## src/awv_pkg.sv

```systemverilog
// ----------------------------------------------------------------------------
// awv_pkg
// Types, codes and constants shared by the files of the ADSR wavetable voice.
// ----------------------------------------------------------------------------
package awv_pkg;

    // Configuration register indexes
    localparam int CFG_INDEX_W = 3;
    localparam logic [CFG_INDEX_W-1:0] REG_WAVEFORM_SELECT  = 3'd0;
    localparam logic [CFG_INDEX_W-1:0] REG_PHASE_STEP       = 3'd1;
    localparam logic [CFG_INDEX_W-1:0] REG_AMPLITUDE_GAIN   = 3'd2;
    localparam logic [CFG_INDEX_W-1:0] REG_ATTACK_SAMPLES   = 3'd3;
    localparam logic [CFG_INDEX_W-1:0] REG_DECAY_SAMPLES    = 3'd4;
    localparam logic [CFG_INDEX_W-1:0] REG_SUSTAIN_LEVEL    = 3'd5;
    localparam logic [CFG_INDEX_W-1:0] REG_HOLD_END_SAMPLES = 3'd6;
    localparam logic [CFG_INDEX_W-1:0] REG_RELEASE_SAMPLES  = 3'd7;
    localparam int CFG_DATA_W = 32;

    // Waveform codes
    localparam logic [2:0] WAVE_SINE         = 3'd0;
    localparam logic [2:0] WAVE_HALF_SINE    = 3'd1;
    localparam logic [2:0] WAVE_QUARTER_SINE = 3'd2;
    localparam logic [2:0] WAVE_RECT_SINE    = 3'd3;
    localparam logic [2:0] WAVE_SAWTOOTH     = 3'd4;
    localparam logic [2:0] WAVE_SQUARE       = 3'd5;
    localparam logic [2:0] WAVE_SILENT       = 3'd6;

    // Taylor coefficients of sin(pi/2 * x), Q30
    localparam logic [63:0] SIN_C1 = 64'd1686629713;
    localparam logic [63:0] SIN_C3 = 64'd693598668;
    localparam logic [63:0] SIN_C5 = 64'd85569306;
    localparam logic [63:0] SIN_C7 = 64'd5026991;
    localparam logic [63:0] SIN_C9 = 64'd172272;

    // Envelope in Q1.24, bounded by 1.0, so 25 bits suffice
    localparam int ENV_W = 25;
    localparam logic [ENV_W-1:0] ENV_ONE = 25'h100_0000;
    localparam int COUNT_W = 25;

    // Shared divider
    localparam int DIV_W     = 25;
    localparam int DIVISOR_W = 24;
    localparam int DIV_CNT_W = 5;

    // State memory map
    localparam int MEM_DEPTH  = 6;
    localparam int MEM_ADDR_W = 3;
    localparam int MEM_DATA_W = 32;
    localparam logic [MEM_ADDR_W-1:0] ADDR_PHASE   = 3'd0;
    localparam logic [MEM_ADDR_W-1:0] ADDR_COUNT   = 3'd1;
    localparam logic [MEM_ADDR_W-1:0] ADDR_ENV     = 3'd2;
    localparam logic [MEM_ADDR_W-1:0] ADDR_ATTACK  = 3'd3;
    localparam logic [MEM_ADDR_W-1:0] ADDR_DECAY   = 3'd4;
    localparam logic [MEM_ADDR_W-1:0] ADDR_RELEASE = 3'd5;

    typedef struct packed {
        logic note_start;
        logic phase_clear;
    } tick_in_t;

    typedef struct packed {
        logic signed [15:0] sample;
        logic [15:0]        envelope_level;
        logic               note_last;
    } tick_out_t;

    typedef struct packed {
        logic                  wr_en;
        logic [MEM_ADDR_W-1:0] wr_addr;
        logic [MEM_DATA_W-1:0] wr_data;
        logic [MEM_ADDR_W-1:0] rd_addr;
    } mem_req_t;

    typedef struct packed {
        logic                 start;
        logic [DIV_W-1:0]     dividend;
        logic [DIVISOR_W-1:0] divisor;
    } div_req_t;

    typedef enum logic [3:0] {
        ST_IDLE,
        ST_DIV_START,
        ST_DIV_WAIT,
        ST_RD_PHASE,
        ST_RD_COUNT,
        ST_RD_ENV,
        ST_RD_STEP,
        ST_ENV,
        ST_MUL,
        ST_OUT
    } state_t;

    typedef enum logic [1:0] {
        SEG_ATTACK,
        SEG_DECAY,
        SEG_HOLD,
        SEG_RELEASE
    } env_seg_t;

endpackage

```

## src/awv_div.sv

```systemverilog
// ----------------------------------------------------------------------------
// awv_div
// Restoring divider, one quotient bit per cycle, shared by the three
// envelope step divisions.
// ----------------------------------------------------------------------------
module awv_div (
    input  logic                        clk,
    input  logic                        rst_n,
    input  awv_pkg::div_req_t           req,
    output logic                        done,
    output logic [awv_pkg::DIV_W-1:0]   quotient
);

    logic                             busy_reg;
    logic                             done_reg;
    logic [awv_pkg::DIV_CNT_W-1:0]    count_reg;
    logic [awv_pkg::DIVISOR_W-1:0]    rem_reg;
    logic [awv_pkg::DIVISOR_W-1:0]    divisor_reg;
    logic [awv_pkg::DIV_W-1:0]        quo_reg;

    logic [awv_pkg::DIVISOR_W:0]      rem_try;
    logic [awv_pkg::DIVISOR_W:0]      rem_diff;
    logic                             fits;

    assign rem_try  = {rem_reg, quo_reg[awv_pkg::DIV_W-1]};
    assign rem_diff = rem_try - {1'b0, divisor_reg};
    assign fits     = (rem_try >= {1'b0, divisor_reg});

    always_ff @(posedge clk or negedge rst_n)
    begin
        if (!rst_n)
        begin
            busy_reg  <= 1'b0;
            done_reg  <= 1'b0;
            count_reg <= '0;
        end
        else
        begin
            done_reg <= 1'b0;
            if (req.start)
            begin
                busy_reg  <= 1'b1;
                count_reg <= '0;
            end
            else if (busy_reg)
            begin
                count_reg <= count_reg + 1'b1;
                if (count_reg == awv_pkg::DIV_CNT_W'(awv_pkg::DIV_W - 1))
                begin
                    busy_reg <= 1'b0;
                    done_reg <= 1'b1;
                end
            end
        end
    end

    always_ff @(posedge clk)
    begin
        if (req.start)
        begin
            rem_reg     <= '0;
            divisor_reg <= req.divisor;
            quo_reg     <= req.dividend;
        end
        else if (busy_reg)
        begin
            // A remainder that does not fit stays below the divisor.
            rem_reg <= fits ? rem_diff[awv_pkg::DIVISOR_W-1:0]
                            : rem_try[awv_pkg::DIVISOR_W-1:0];
            quo_reg <= {quo_reg[awv_pkg::DIV_W-2:0], fits};
        end
    end

    assign done     = done_reg;
    assign quotient = quo_reg;

endmodule

```

## src/awv_state_mem.sv

```systemverilog
// ----------------------------------------------------------------------------
// awv_state_mem
// Voice state memory: one write port, one read port with registered data.
// Entries read as zero until first written after reset.
// ----------------------------------------------------------------------------
module awv_state_mem (
    input  logic                             clk,
    input  logic                             rst_n,
    input  awv_pkg::mem_req_t                req,
    output logic [awv_pkg::MEM_DATA_W-1:0]   rd_data
);

    logic [awv_pkg::MEM_DATA_W-1:0] mem [awv_pkg::MEM_DEPTH];
    logic [awv_pkg::MEM_DEPTH-1:0]  valid_reg;
    logic [awv_pkg::MEM_DATA_W-1:0] rd_data_reg;

    always_ff @(posedge clk or negedge rst_n)
    begin
        if (!rst_n)
        begin
            valid_reg <= '0;
        end
        else if (req.wr_en)
        begin
            valid_reg[req.wr_addr] <= 1'b1;
        end
    end

    always_ff @(posedge clk)
    begin
        if (req.wr_en)
        begin
            mem[req.wr_addr] <= req.wr_data;
        end
        rd_data_reg <= valid_reg[req.rd_addr] ? mem[req.rd_addr] : '0;
    end

    assign rd_data = rd_data_reg;

endmodule

```

## src/awv_wave.sv

```systemverilog
// ----------------------------------------------------------------------------
// awv_wave
// Waveform generator: quarter-wave sine table with registered read and the
// shaping of the selected waveform into magnitude and sign.
// ----------------------------------------------------------------------------
module awv_wave #(
    parameter int SINE_TABLE_DEPTH = 256
) (
    input  logic        clk,
    input  logic [31:0] phase,
    input  logic [2:0]  wave_sel,
    output logic [15:0] wave_mag,
    output logic        wave_neg
);

    localparam int IDX_W     = $clog2(SINE_TABLE_DEPTH);
    localparam int PROD_W    = 30 + $clog2(SINE_TABLE_DEPTH + 1);
    localparam int TWO_DEPTH = 2 * SINE_TABLE_DEPTH;

    typedef logic [14:0] quarter_table_t [SINE_TABLE_DEPTH];

    // Entry k is 32767*sin(pi/2*x) at the centre of bin k, from the Horner
    // form of the Taylor series in Q30, rounded half up and capped.
    function automatic quarter_table_t build_table();
        quarter_table_t tbl;
        logic [63:0] x;
        logic [63:0] t;
        logic [63:0] p;
        logic [63:0] s;
        logic [63:0] v;
        for (int k = 0; k < SINE_TABLE_DEPTH; k++)
        begin
            x = (64'(2 * k + 1) << 30) / TWO_DEPTH;
            t = (x * x) >> 30;
            p = awv_pkg::SIN_C9;
            p = awv_pkg::SIN_C7 - ((p * t) >> 30);
            p = awv_pkg::SIN_C5 - ((p * t) >> 30);
            p = awv_pkg::SIN_C3 - ((p * t) >> 30);
            p = awv_pkg::SIN_C1 - ((p * t) >> 30);
            s = (x * p) >> 30;
            v = (s * 64'd32767 + 64'h2000_0000) >> 30;
            if (v > 64'd32767)
            begin
                v = 64'd32767;
            end
            tbl[k] = v[14:0];
        end
        return tbl;
    endfunction

    localparam quarter_table_t QUARTER_WAVE = build_table();

    logic [PROD_W-1:0] idx_prod;
    logic [IDX_W-1:0]  idx_raw;
    logic [IDX_W-1:0]  idx_sel;
    logic [14:0]       entry_reg;

    assign idx_prod = PROD_W'(phase[29:0]) * PROD_W'(SINE_TABLE_DEPTH);
    assign idx_raw  = idx_prod[30 +: IDX_W];
    // The table runs backward in the second and fourth quarters.
    assign idx_sel  = phase[30] ? (IDX_W'(SINE_TABLE_DEPTH - 1) - idx_raw) : idx_raw;

    always_ff @(posedge clk)
    begin
        entry_reg <= QUARTER_WAVE[idx_sel];
    end

    always_comb
    begin
        wave_mag = '0;
        wave_neg = 1'b0;
        unique case (wave_sel)
            awv_pkg::WAVE_SINE:
            begin
                wave_mag = {1'b0, entry_reg};
                wave_neg = phase[31];
            end
            awv_pkg::WAVE_HALF_SINE:
            begin
                wave_mag = phase[31] ? 16'd0 : {1'b0, entry_reg};
            end
            awv_pkg::WAVE_QUARTER_SINE:
            begin
                wave_mag = (phase[31:30] == 2'b00) ? {1'b0, entry_reg} : 16'd0;
            end
            awv_pkg::WAVE_RECT_SINE:
            begin
                wave_mag = {1'b0, entry_reg};
            end
            awv_pkg::WAVE_SAWTOOTH:
            begin
                wave_mag = phase[31] ? {1'b0, phase[30:16]}
                                     : (16'h8000 - {1'b0, phase[30:16]});
                wave_neg = ~phase[31];
            end
            awv_pkg::WAVE_SQUARE:
            begin
                wave_mag = 16'd32767;
                wave_neg = phase[31];
            end
            default:
            begin
                wave_mag = '0;
                wave_neg = 1'b0;
            end
        endcase
    end

endmodule

```

## src/adsr_wavetable_voice_unit.sv

```systemverilog
// ----------------------------------------------------------------------------
// adsr_wavetable_voice_unit
// One synthesizer voice with a linear attack, decay, hold and release
// envelope over a selectable wavetable oscillator.
//
// Each input transaction is one sample tick and produces exactly one output
// transaction carrying the sample, the envelope level and a flag on the last
// sample of the note. The phase accumulator, sample counter, envelope and
// the three latched envelope steps live in a small state memory with a
// registered read port; a sequencer reads them one word per cycle, updates
// them and writes them back before it takes the next tick, so accesses never
// overlap. An ordinary tick runs through four state reads, the envelope
// update together with the first multiplier stage, the second multiplier
// stage, the result stage and the idle state in which the next tick is
// taken; the voice is ready again as soon as the result is loaded into the
// output register, even while that result still waits downstream. A tick
// that starts a note also runs the three step divisions on one shared
// bit-serial divider; each division starts the divider, shifts in the
// quotient bits and stores the quotient, and a division by zero is skipped
// and stores a zero step.
// Configuration is written through a plain write port and should be changed
// only while the voice is idle.
// ----------------------------------------------------------------------------
module adsr_wavetable_voice_unit #(
    parameter int SINE_TABLE_DEPTH = 256
) (
    input  logic                                clk,
    input  logic                                rst_n,
    input  logic                                cfg_we,
    input  logic [awv_pkg::CFG_INDEX_W-1:0]     cfg_index,
    input  logic [awv_pkg::CFG_DATA_W-1:0]      cfg_data,
    input  logic                                in_valid,
    output logic                                in_stall,
    input  awv_pkg::tick_in_t                   in_data,
    output logic                                out_valid,
    input  logic                                out_stall,
    output awv_pkg::tick_out_t                  out_data
);

    // Configuration registers
    logic [2:0]  waveform_select_reg;
    logic [31:0] phase_step_reg;
    logic [15:0] amplitude_gain_reg;
    logic [23:0] attack_samples_reg;
    logic [23:0] decay_samples_reg;
    logic [15:0] sustain_level_reg;
    logic [23:0] hold_end_samples_reg;
    logic [23:0] release_samples_reg;

    always_ff @(posedge clk or negedge rst_n)
    begin
        if (!rst_n)
        begin
            waveform_select_reg  <= 3'd0;
            phase_step_reg       <= 32'd5365971;
            amplitude_gain_reg   <= 16'd32768;
            attack_samples_reg   <= 24'd0;
            decay_samples_reg    <= 24'd0;
            sustain_level_reg    <= 16'd65535;
            hold_end_samples_reg <= 24'd0;
            release_samples_reg  <= 24'd0;
        end
        else if (cfg_we)
        begin
            unique case (cfg_index)
                awv_pkg::REG_WAVEFORM_SELECT:  waveform_select_reg  <= cfg_data[2:0];
                awv_pkg::REG_PHASE_STEP:       phase_step_reg       <= cfg_data[31:0];
                awv_pkg::REG_AMPLITUDE_GAIN:   amplitude_gain_reg   <= cfg_data[15:0];
                awv_pkg::REG_ATTACK_SAMPLES:   attack_samples_reg   <= cfg_data[23:0];
                awv_pkg::REG_DECAY_SAMPLES:    decay_samples_reg    <= cfg_data[23:0];
                awv_pkg::REG_SUSTAIN_LEVEL:    sustain_level_reg    <= cfg_data[15:0];
                awv_pkg::REG_HOLD_END_SAMPLES: hold_end_samples_reg <= cfg_data[23:0];
                awv_pkg::REG_RELEASE_SAMPLES:  release_samples_reg  <= cfg_data[23:0];
            endcase
        end
    end

    // Derived configuration values. The note length and the ramp bounds are
    // read live, so a note that is shortened under way ends on the next tick.
    logic [23:0]                   sustain_env;
    logic [awv_pkg::COUNT_W-1:0]   note_len;
    logic [awv_pkg::COUNT_W-1:0]   attack_decay_end;

    assign sustain_env      = {sustain_level_reg, 8'h00};
    assign note_len         = awv_pkg::COUNT_W'(hold_end_samples_reg)
                            + awv_pkg::COUNT_W'(release_samples_reg);
    assign attack_decay_end = awv_pkg::COUNT_W'(attack_samples_reg)
                            + awv_pkg::COUNT_W'(decay_samples_reg);

    // Sequencer state and per-tick working registers
    awv_pkg::state_t               state_reg;
    awv_pkg::state_t               state_next;
    logic [1:0]                    div_sel_reg;
    logic [1:0]                    div_sel_next;
    logic                          active_reg;
    logic                          active_next;
    logic                          note_start_reg;
    logic                          phase_clear_reg;
    logic [31:0]                   phase_reg;
    logic [awv_pkg::COUNT_W-1:0]   count_reg;
    logic [awv_pkg::ENV_W-1:0]     env_reg;
    logic                          neg_reg;
    logic [31:0]                   prod1_reg;
    logic [47:0]                   prod2_reg;
    logic                          out_valid_reg;
    awv_pkg::tick_out_t            out_data_reg;

    awv_pkg::mem_req_t             mem_req;
    logic [awv_pkg::MEM_DATA_W-1:0] mem_rd_data;
    awv_pkg::div_req_t             div_req;
    logic                          div_done;
    logic [awv_pkg::DIV_W-1:0]     div_quotient;
    logic [15:0]                   wave_mag;
    logic                          wave_neg;

    logic                          in_accept;
    logic                          slot_free;
    logic                          out_load;
    logic                          div_by_zero;
    logic [awv_pkg::MEM_ADDR_W-1:0] step_addr;
    awv_pkg::env_seg_t             env_seg;
    logic [awv_pkg::ENV_W-1:0]     step_val;
    logic [awv_pkg::ENV_W-1:0]     env_new;
    logic [15:0]                   level;
    logic                          last;
    logic [48:0]                   rounded;
    logic [17:0]                   mag_r;
    logic signed [15:0]            sample_val;

    awv_state_mem u_state_mem (
        .clk     (clk),
        .rst_n   (rst_n),
        .req     (mem_req),
        .rd_data (mem_rd_data)
    );

    awv_div u_div (
        .clk      (clk),
        .rst_n    (rst_n),
        .req      (div_req),
        .done     (div_done),
        .quotient (div_quotient)
    );

    awv_wave #(
        .SINE_TABLE_DEPTH (SINE_TABLE_DEPTH)
    ) u_wave (
        .clk      (clk),
        .phase    (phase_reg),
        .wave_sel (waveform_select_reg),
        .wave_mag (wave_mag),
        .wave_neg (wave_neg)
    );

    assign in_accept = in_valid && (state_reg == awv_pkg::ST_IDLE);
    assign in_stall  = (state_reg != awv_pkg::ST_IDLE);
    assign slot_free = !out_valid_reg || !out_stall;
    assign out_load  = (state_reg == awv_pkg::ST_OUT) && slot_free;

    // Division operands for the step being computed: attack, decay, release.
    always_comb
    begin
        div_req.start = 1'b0;
        unique case (div_sel_reg)
            2'd0:
            begin
                div_req.dividend = awv_pkg::ENV_ONE;
                div_req.divisor  = attack_samples_reg;
                step_addr        = awv_pkg::ADDR_ATTACK;
            end
            2'd1:
            begin
                div_req.dividend = awv_pkg::ENV_ONE - awv_pkg::ENV_W'(sustain_env);
                div_req.divisor  = decay_samples_reg;
                step_addr        = awv_pkg::ADDR_DECAY;
            end
            default:
            begin
                div_req.dividend = awv_pkg::ENV_W'(sustain_env);
                div_req.divisor  = release_samples_reg;
                step_addr        = awv_pkg::ADDR_RELEASE;
            end
        endcase
        div_by_zero = (div_req.divisor == '0);
        if (state_reg == awv_pkg::ST_DIV_START && !div_by_zero)
        begin
            div_req.start = 1'b1;
        end
    end

    // Envelope segment of the current sample index, in priority order.
    always_comb
    begin
        priority if (count_reg < awv_pkg::COUNT_W'(attack_samples_reg))
        begin
            env_seg = awv_pkg::SEG_ATTACK;
        end
        else if (count_reg < attack_decay_end)
        begin
            env_seg = awv_pkg::SEG_DECAY;
        end
        else if (count_reg < awv_pkg::COUNT_W'(hold_end_samples_reg))
        begin
            env_seg = awv_pkg::SEG_HOLD;
        end
        else
        begin
            env_seg = awv_pkg::SEG_RELEASE;
        end
    end

    // Envelope update; the envelope never exceeds 1.0, so the headroom in
    // the attack is simply one minus the envelope.
    assign step_val = mem_rd_data[awv_pkg::ENV_W-1:0];

    always_comb
    begin
        unique case (env_seg)
            awv_pkg::SEG_ATTACK:
            begin
                env_new = (step_val >= (awv_pkg::ENV_ONE - env_reg))
                        ? awv_pkg::ENV_ONE : (env_reg + step_val);
            end
            awv_pkg::SEG_HOLD:
            begin
                env_new = awv_pkg::ENV_W'(sustain_env);
            end
            default:
            begin
                env_new = (step_val >= env_reg) ? '0 : (env_reg - step_val);
            end
        endcase
    end

    assign level = env_reg[24] ? 16'hFFFF : env_reg[23:8];
    assign last  = ({1'b0, count_reg} + 1'b1) >= {1'b0, note_len};

    // Product rounded half away from zero on the magnitude, then saturated.
    assign rounded = {1'b0, prod2_reg} + 49'h0_4000_0000;
    assign mag_r   = rounded[48:31];

    always_comb
    begin
        if (neg_reg)
        begin
            sample_val = (mag_r >= 18'd32768) ? 16'sh8000 : -$signed(mag_r[15:0]);
        end
        else
        begin
            sample_val = (mag_r >= 18'd32767) ? 16'sh7FFF : $signed(mag_r[15:0]);
        end
    end

    // Sequencer: next state, memory accesses and divider control.
    always_comb
    begin
        state_next      = state_reg;
        div_sel_next    = div_sel_reg;
        active_next     = active_reg;
        mem_req.wr_en   = 1'b0;
        mem_req.wr_addr = awv_pkg::ADDR_PHASE;
        mem_req.wr_data = '0;
        mem_req.rd_addr = awv_pkg::ADDR_PHASE;

        unique case (state_reg)
            awv_pkg::ST_IDLE:
            begin
                if (in_accept)
                begin
                    div_sel_next = 2'd0;
                    if (in_data.note_start)
                    begin
                        active_next = (note_len != '0);
                        state_next  = awv_pkg::ST_DIV_START;
                    end
                    else
                    begin
                        state_next = awv_pkg::ST_RD_PHASE;
                    end
                end
            end
            awv_pkg::ST_DIV_START:
            begin
                if (div_by_zero)
                begin
                    mem_req.wr_en   = 1'b1;
                    mem_req.wr_addr = step_addr;
                    mem_req.wr_data = '0;
                    div_sel_next    = div_sel_reg + 1'b1;
                    state_next      = (div_sel_reg == 2'd2) ? awv_pkg::ST_RD_PHASE
                                                            : awv_pkg::ST_DIV_START;
                end
                else
                begin
                    state_next = awv_pkg::ST_DIV_WAIT;
                end
            end
            awv_pkg::ST_DIV_WAIT:
            begin
                if (div_done)
                begin
                    mem_req.wr_en   = 1'b1;
                    mem_req.wr_addr = step_addr;
                    mem_req.wr_data = awv_pkg::MEM_DATA_W'(div_quotient);
                    div_sel_next    = div_sel_reg + 1'b1;
                    state_next      = (div_sel_reg == 2'd2) ? awv_pkg::ST_RD_PHASE
                                                            : awv_pkg::ST_DIV_START;
                end
            end
            awv_pkg::ST_RD_PHASE:
            begin
                mem_req.rd_addr = awv_pkg::ADDR_PHASE;
                state_next      = awv_pkg::ST_RD_COUNT;
            end
            awv_pkg::ST_RD_COUNT:
            begin
                mem_req.rd_addr = awv_pkg::ADDR_COUNT;
                state_next      = awv_pkg::ST_RD_ENV;
            end
            awv_pkg::ST_RD_ENV:
            begin
                mem_req.rd_addr = awv_pkg::ADDR_ENV;
                state_next      = awv_pkg::ST_RD_STEP;
            end
            awv_pkg::ST_RD_STEP:
            begin
                unique case (env_seg)
                    awv_pkg::SEG_DECAY:   mem_req.rd_addr = awv_pkg::ADDR_DECAY;
                    awv_pkg::SEG_RELEASE: mem_req.rd_addr = awv_pkg::ADDR_RELEASE;
                    default:              mem_req.rd_addr = awv_pkg::ADDR_ATTACK;
                endcase
                state_next = awv_pkg::ST_ENV;
            end
            awv_pkg::ST_ENV:
            begin
                mem_req.wr_en   = active_reg;
                mem_req.wr_addr = awv_pkg::ADDR_ENV;
                mem_req.wr_data = awv_pkg::MEM_DATA_W'(env_new);
                state_next      = awv_pkg::ST_MUL;
            end
            awv_pkg::ST_MUL:
            begin
                mem_req.wr_en   = active_reg;
                mem_req.wr_addr = awv_pkg::ADDR_COUNT;
                mem_req.wr_data = awv_pkg::MEM_DATA_W'(count_reg + 1'b1);
                state_next      = awv_pkg::ST_OUT;
            end
            awv_pkg::ST_OUT:
            begin
                // The phase advances only on active ticks, but a clear is
                // kept either way.
                mem_req.wr_en   = 1'b1;
                mem_req.wr_addr = awv_pkg::ADDR_PHASE;
                mem_req.wr_data = phase_reg + (active_reg ? phase_step_reg : 32'd0);
                if (slot_free)
                begin
                    if (active_reg && last)
                    begin
                        active_next = 1'b0;
                    end
                    state_next = awv_pkg::ST_IDLE;
                end
            end
            default:
            begin
                state_next = awv_pkg::ST_IDLE;
            end
        endcase
    end

    always_ff @(posedge clk or negedge rst_n)
    begin
        if (!rst_n)
        begin
            state_reg     <= awv_pkg::ST_IDLE;
            div_sel_reg   <= 2'd0;
            active_reg    <= 1'b0;
            out_valid_reg <= 1'b0;
        end
        else
        begin
            state_reg   <= state_next;
            div_sel_reg <= div_sel_next;
            active_reg  <= active_next;
            if (out_load)
            begin
                out_valid_reg <= 1'b1;
            end
            else if (!out_stall)
            begin
                out_valid_reg <= 1'b0;
            end
        end
    end

    // Datapath registers. Count and envelope read as zero on the tick that
    // starts a note, since the restart is not written back separately.
    always_ff @(posedge clk)
    begin
        if (in_accept)
        begin
            note_start_reg  <= in_data.note_start;
            phase_clear_reg <= in_data.phase_clear;
        end
        unique case (state_reg)
            awv_pkg::ST_RD_COUNT:
            begin
                phase_reg <= phase_clear_reg ? 32'd0 : mem_rd_data;
            end
            awv_pkg::ST_RD_ENV:
            begin
                count_reg <= note_start_reg ? '0 : mem_rd_data[awv_pkg::COUNT_W-1:0];
            end
            awv_pkg::ST_RD_STEP:
            begin
                env_reg <= note_start_reg ? '0 : mem_rd_data[awv_pkg::ENV_W-1:0];
            end
            awv_pkg::ST_ENV:
            begin
                env_reg   <= env_new;
                neg_reg   <= wave_neg;
                prod1_reg <= wave_mag * amplitude_gain_reg;
            end
            awv_pkg::ST_MUL:
            begin
                prod2_reg <= prod1_reg * level;
            end
            default:
            begin
            end
        endcase
        if (out_load)
        begin
            if (active_reg)
            begin
                out_data_reg.sample         <= sample_val;
                out_data_reg.envelope_level <= level;
                out_data_reg.note_last      <= last;
            end
            else
            begin
                out_data_reg <= '0;
            end
        end
    end

    assign out_valid = out_valid_reg;
    assign out_data  = out_data_reg;

    // While the state words are being read back, nothing may be written:
    // this is what keeps a tick from seeing a half-updated state.
    a_no_write_during_reads: assert property (@(posedge clk) disable iff (!rst_n)
        (state_reg == awv_pkg::ST_RD_COUNT || state_reg == awv_pkg::ST_RD_ENV
         || state_reg == awv_pkg::ST_RD_STEP) |-> !mem_req.wr_en)
        else $error("state memory written during read-back");

    // The divider only reports a result while the sequencer waits for it.
    a_div_done_expected: assert property (@(posedge clk) disable iff (!rst_n)
        div_done |-> (state_reg == awv_pkg::ST_DIV_WAIT))
        else $error("divider result outside the wait state");

    // The final sample of a note leaves the voice idle.
    a_note_ends: assert property (@(posedge clk) disable iff (!rst_n)
        (out_load && active_reg && last) |=> (!active_reg && out_data.note_last))
        else $error("note did not end on its last sample");

    // An idle tick delivers an all-zero result.
    a_idle_result: assert property (@(posedge clk) disable iff (!rst_n)
        (out_load && !active_reg) |=> (out_data == '0 && out_valid))
        else $error("idle tick produced a non-zero result");

endmodule
```

## config.mk

```make
export PLATFORM = sky130hd
export DESIGN_NAME = adsr_wavetable_voice_unit
export DESIGN_NICKNAME = d
export VERILOG_FILES = /design/src/awv_pkg.sv /design/src/awv_div.sv /design/src/awv_state_mem.sv /design/src/awv_wave.sv /design/src/adsr_wavetable_voice_unit.sv
export SDC_FILE = /design/constraint.sdc
export NUM_CORES = 2
export LEC_CHECK = 0
export ABC_CLOCK_PERIOD_IN_PS = 9800
export BUFFER_PORTS_ARGS = -buffer_cell sky130_fd_sc_hd__buf_2
export CORE_MARGIN = 3
export CORE_UTILIZATION = 60
export DETAILED_ROUTE_END_ITERATION = 7
export GPL_ROUTABILITY_DRIVEN = 0
export PLACE_DENSITY = 0.8
export SYNTH_ARGS = -nofsm -noshare
export SYNTH_HDL_FRONTEND = slang
export SYNTH_SLANG_ARGS = --single-unit
export TNS_END_PERCENT = 5
```

## constraint.sdc

```tcl
create_clock -name clk -period 9.8 [get_ports clk]
set_clock_uncertainty 0.1 [all_clocks]
set_input_delay 1.47 -clock clk [delete_from_list [all_inputs] [get_ports clk]]
set_output_delay 1.47 -clock clk [all_outputs]
set_load 0.02 [all_outputs]
```

==> out/qor.csv <==
stage;metric;value;unit
timing;final hold vios;0;
grt;met1 usage;44.1;%
yosys;Synth area leaders;fa_1 19%, edfxtp_1 19%, ha_1 9.9%, dfrtp_1 5.9%, nand2_1 5.0%;
cts;number of buffers created by CTS;72;
cells_and_area;max reg flops;192;
routing;Routed WL;194000;um
setup_path;CP Data Required Time;10.07;ns
routing;Detail Route Antenna Nets;0;
timing;Final period util;88.4;%
cells_and_area;most frequent cells in the layout;879 x nand2_1, 825 x inv_1, 617 x fa_1;
cells_and_area;commonest non-fill, non-tap cell in the layout;nand2_1;
timing;crit path time final;8.66;ns
grt;pin count of the biggest net entering global routing;83;
cells_and_area;layout cells sized above 1;8.40;%
timing;RSZ-0062 raised after global routing;no;
min_path;number of cells on the worst hold path;1;
yosys;Avg Inst Size Synth;9.45;um2
cts;Reg clk slew, reported paths;0.06;ns
grt;M2 GR Usage;50.8;%
floorplan;die area;115000;um2
routing;Vias/cell;6.48;
setup_path;reg2reg end;prod2_reg[47];
yosys;Synth async-reset ratio;27.7;%
setup_path;Worst Reg2Reg Path Length in Cells;24;
setup_path;crit end category;flip-flop;
grt;GR peak layer;met2;
yosys;Synth Register Bits;664;
timing;Slew HR;14.1;%
cells_and_area;Layout fillers;8479;
min_path;hold worst-path end;u_state_mem.valid_reg[0];
timing;setup violators final;0;
timing;worst slack on hold paths;0.371;ns
routing;drt pass-1 iters;8;
grt;initial antenna violation count;12;
floorplan;initial core utilization;60.7;%
cells_and_area;fin area;70600;um2
cells_and_area;area grow syn2layout;6.38;%
cts;Post-CTS Setup Repair Bufs;0;
timing;Max Freq;115;MHz
routing;Via Count;54600;
setup_path;worst-path fanout max;33;
cells_and_area;Post-Layout Cell Count;8430;
cts;total clock sinks;664;
yosys;synthesized area;66400;um2
placed_design;HPWL Detailed;140000;um
floorplan;CORE AREA;109000;um2
routing;drt drc;35;
min_path;HP Class;flip-flop to flip-flop;
setup_path;reg-to-reg slack, setup;1.14;ns
cts;CTS tree;yes;
setup_path;CP Launch Type;flip-flop;
cts;H-tree depth;3;
setup_path;arrival time at the worst endpoint;8.93;ns
yosys;Gate Count Post-Synth;7026;
floorplan;# rows;121;
cells_and_area;Nets;8074;
setup_path;critical path type;flip-flop to flip-flop;
cts;clock buffer depth;3;
floorplan;I/O pins;77;
routing;Iteration-0 DRC Markers;8138;
yosys;top_reg_cell synth;edfxtp_1;
cts;hold buffer count at CTS;0;
cts;post_cts resized;0;
status;failing checks;design-rule violations;
grt;GRT Resource Usage Total;33.4;%
timing;setup TNS;0;ns
yosys;Synth area leader;fa_1;
grt;first-pass GRT wire length;305000;um
grt;Remaining Overflow, GRT;0;
status;status;finished, violations left;
floorplan;die height;339;um
yosys;Cell variety after synth;104;
run;max cap viols;0;
yosys;EDFF count, synth;409;
timing;Worst-Margin Slew;1.28;ns
yosys;register area share after synthesis;27.6;%
yosys;number of synthesis warnings;0;
grt;GR Util met3;8.80;%
floorplan;die span in x;339;um
placed_design;placed cell area;68000;um2
routing;post-DR wirelength/cell;23.1;um
cts;Worst-Skew Late Latency;0.64;ns
min_path;hold_sp;u_state_mem.valid_reg[0];
setup_path;RR Startpoint;env_reg[24];
placed_design;PortBufs;76;
grt;vias in the first global route;55000;
yosys;area share of the largest cell type after synthesis;18.6;%
cts;CTS root buf;clkbuf_16;
yosys;Mapped Nets;8210;
timing;Max Slew Vio Count;0;
placed_design;Inst Count DP;8292;
-- Yosys cell counts (all sizes together), types with 32 or more instances --
cell    number
nand2b      49
o21ai      292
buf         65
nor2b      145
nand2      879
mux2i      129
o21a        37
xor2        97
a211oi      85
or2         32
and2       222
nand4       48
dfrtp      156
nor3       101
inv        828
dfxtp       71
ha         525
mux2       165
edfxtp     409
clkbuf     305
a21oi      354
fa         617
nand3      127
o211ai      59
a21o       119
nor3b       34
nor2       353
a22o        57
a31oi       47
xnor2      145
-- through the flow --
step	util (%)	setup slack (ns)
6_report	64.6	1.14
5_1_grt	64.6	0.703
4_1_cts	64.6	1.24
3_5_place_dp	62.2	1.31
3_3_place_gp	62.2	1.48
2_1_floorplan	-	2.07
-- worst max-delay path, stage by stage (launching register included) --
cell and delay, ns:
edfxtp_1 0.99, or2_2 0.84, nand2_1 0.18, fa_1 0.56, inv_1 0.06, fa_1 0.52
inv_1 0.05, fa_1 0.47, inv_1 0.06, fa_1 0.55, inv_1 0.06, fa_1 0.53
inv_1 0.06, fa_1 0.50, ha_1 0.32, nand4_1 0.15, nor3_1 0.26, o221ai_1 0.23
a311oi_1 0.67, o211ai_1 0.32, o21a_1 0.29, o21ai_1 0.21, a21oi_1 0.13, o21bai_1 0.18
xnor2_1 0.08
-- routing by layer --
layer / routed length [um] / part of all wire (%) / vias to the layer above
met4: 12200 / 6.3 / 14
met1: 73300 / 38 / 26500
li1: - / - / 23700
met2: 84000 / 43 / 3541
met5: 78 / 0.040 / -
met3: 24700 / 13 / 870
-- cell type report --
| class | instances | area, um2 | area share (%) |
|---|---|---|---|
| clock buffers | 91 | 1950 | 2.76 |
| repair buffers | 160 | 1020 | 1.44 |
| clock inverters | 42 | 619 | 0.877 |
| flip-flops and latches | 664 | 18300 | 26.0 |
| well taps | 1476 | 1850 | 2.62 |
| multi-input cells | 5161 | 43700 | 61.9 |
| diodes | 5 | 12.5 | 0.0177 |
| inverters | 831 | 3120 | 4.42 |
-- how the worst max path moves through the flow --
stage | slack [ns] | cells past startpoint | start | end
global placement | 1.48 | 28 | phase_reg[18] | prod1_reg[30]
floorplan | 2.07 | 26 | phase_reg[18] | prod1_reg[30]
CTS | 1.24 | 22 | env_reg[24] | prod2_reg[47]
detailed placement | 1.31 | 22 | env_reg[24] | prod2_reg[47]
global route | 0.70 | 28 | phase_reg[18] | prod1_reg[30]
finish | 1.14 | 24 | env_reg[24] | prod2_reg[47]
-- kinds of logic after synthesis --
family                   share of synthesized area, %
multiplexers                                     4.81
AND/OR/NAND/NOR                                  15.0
adder cells (fa/ha/maj)                          28.5
flip-flops                                       27.6
XOR/XNOR                                         3.20
buffers and inverters                            6.95
AO/OA/AOI/OAI                                    13.8
Power is left out: the tool's default activity adds up to more than one toggle a clock period on the data nets, which glitch-free logic cannot reach.
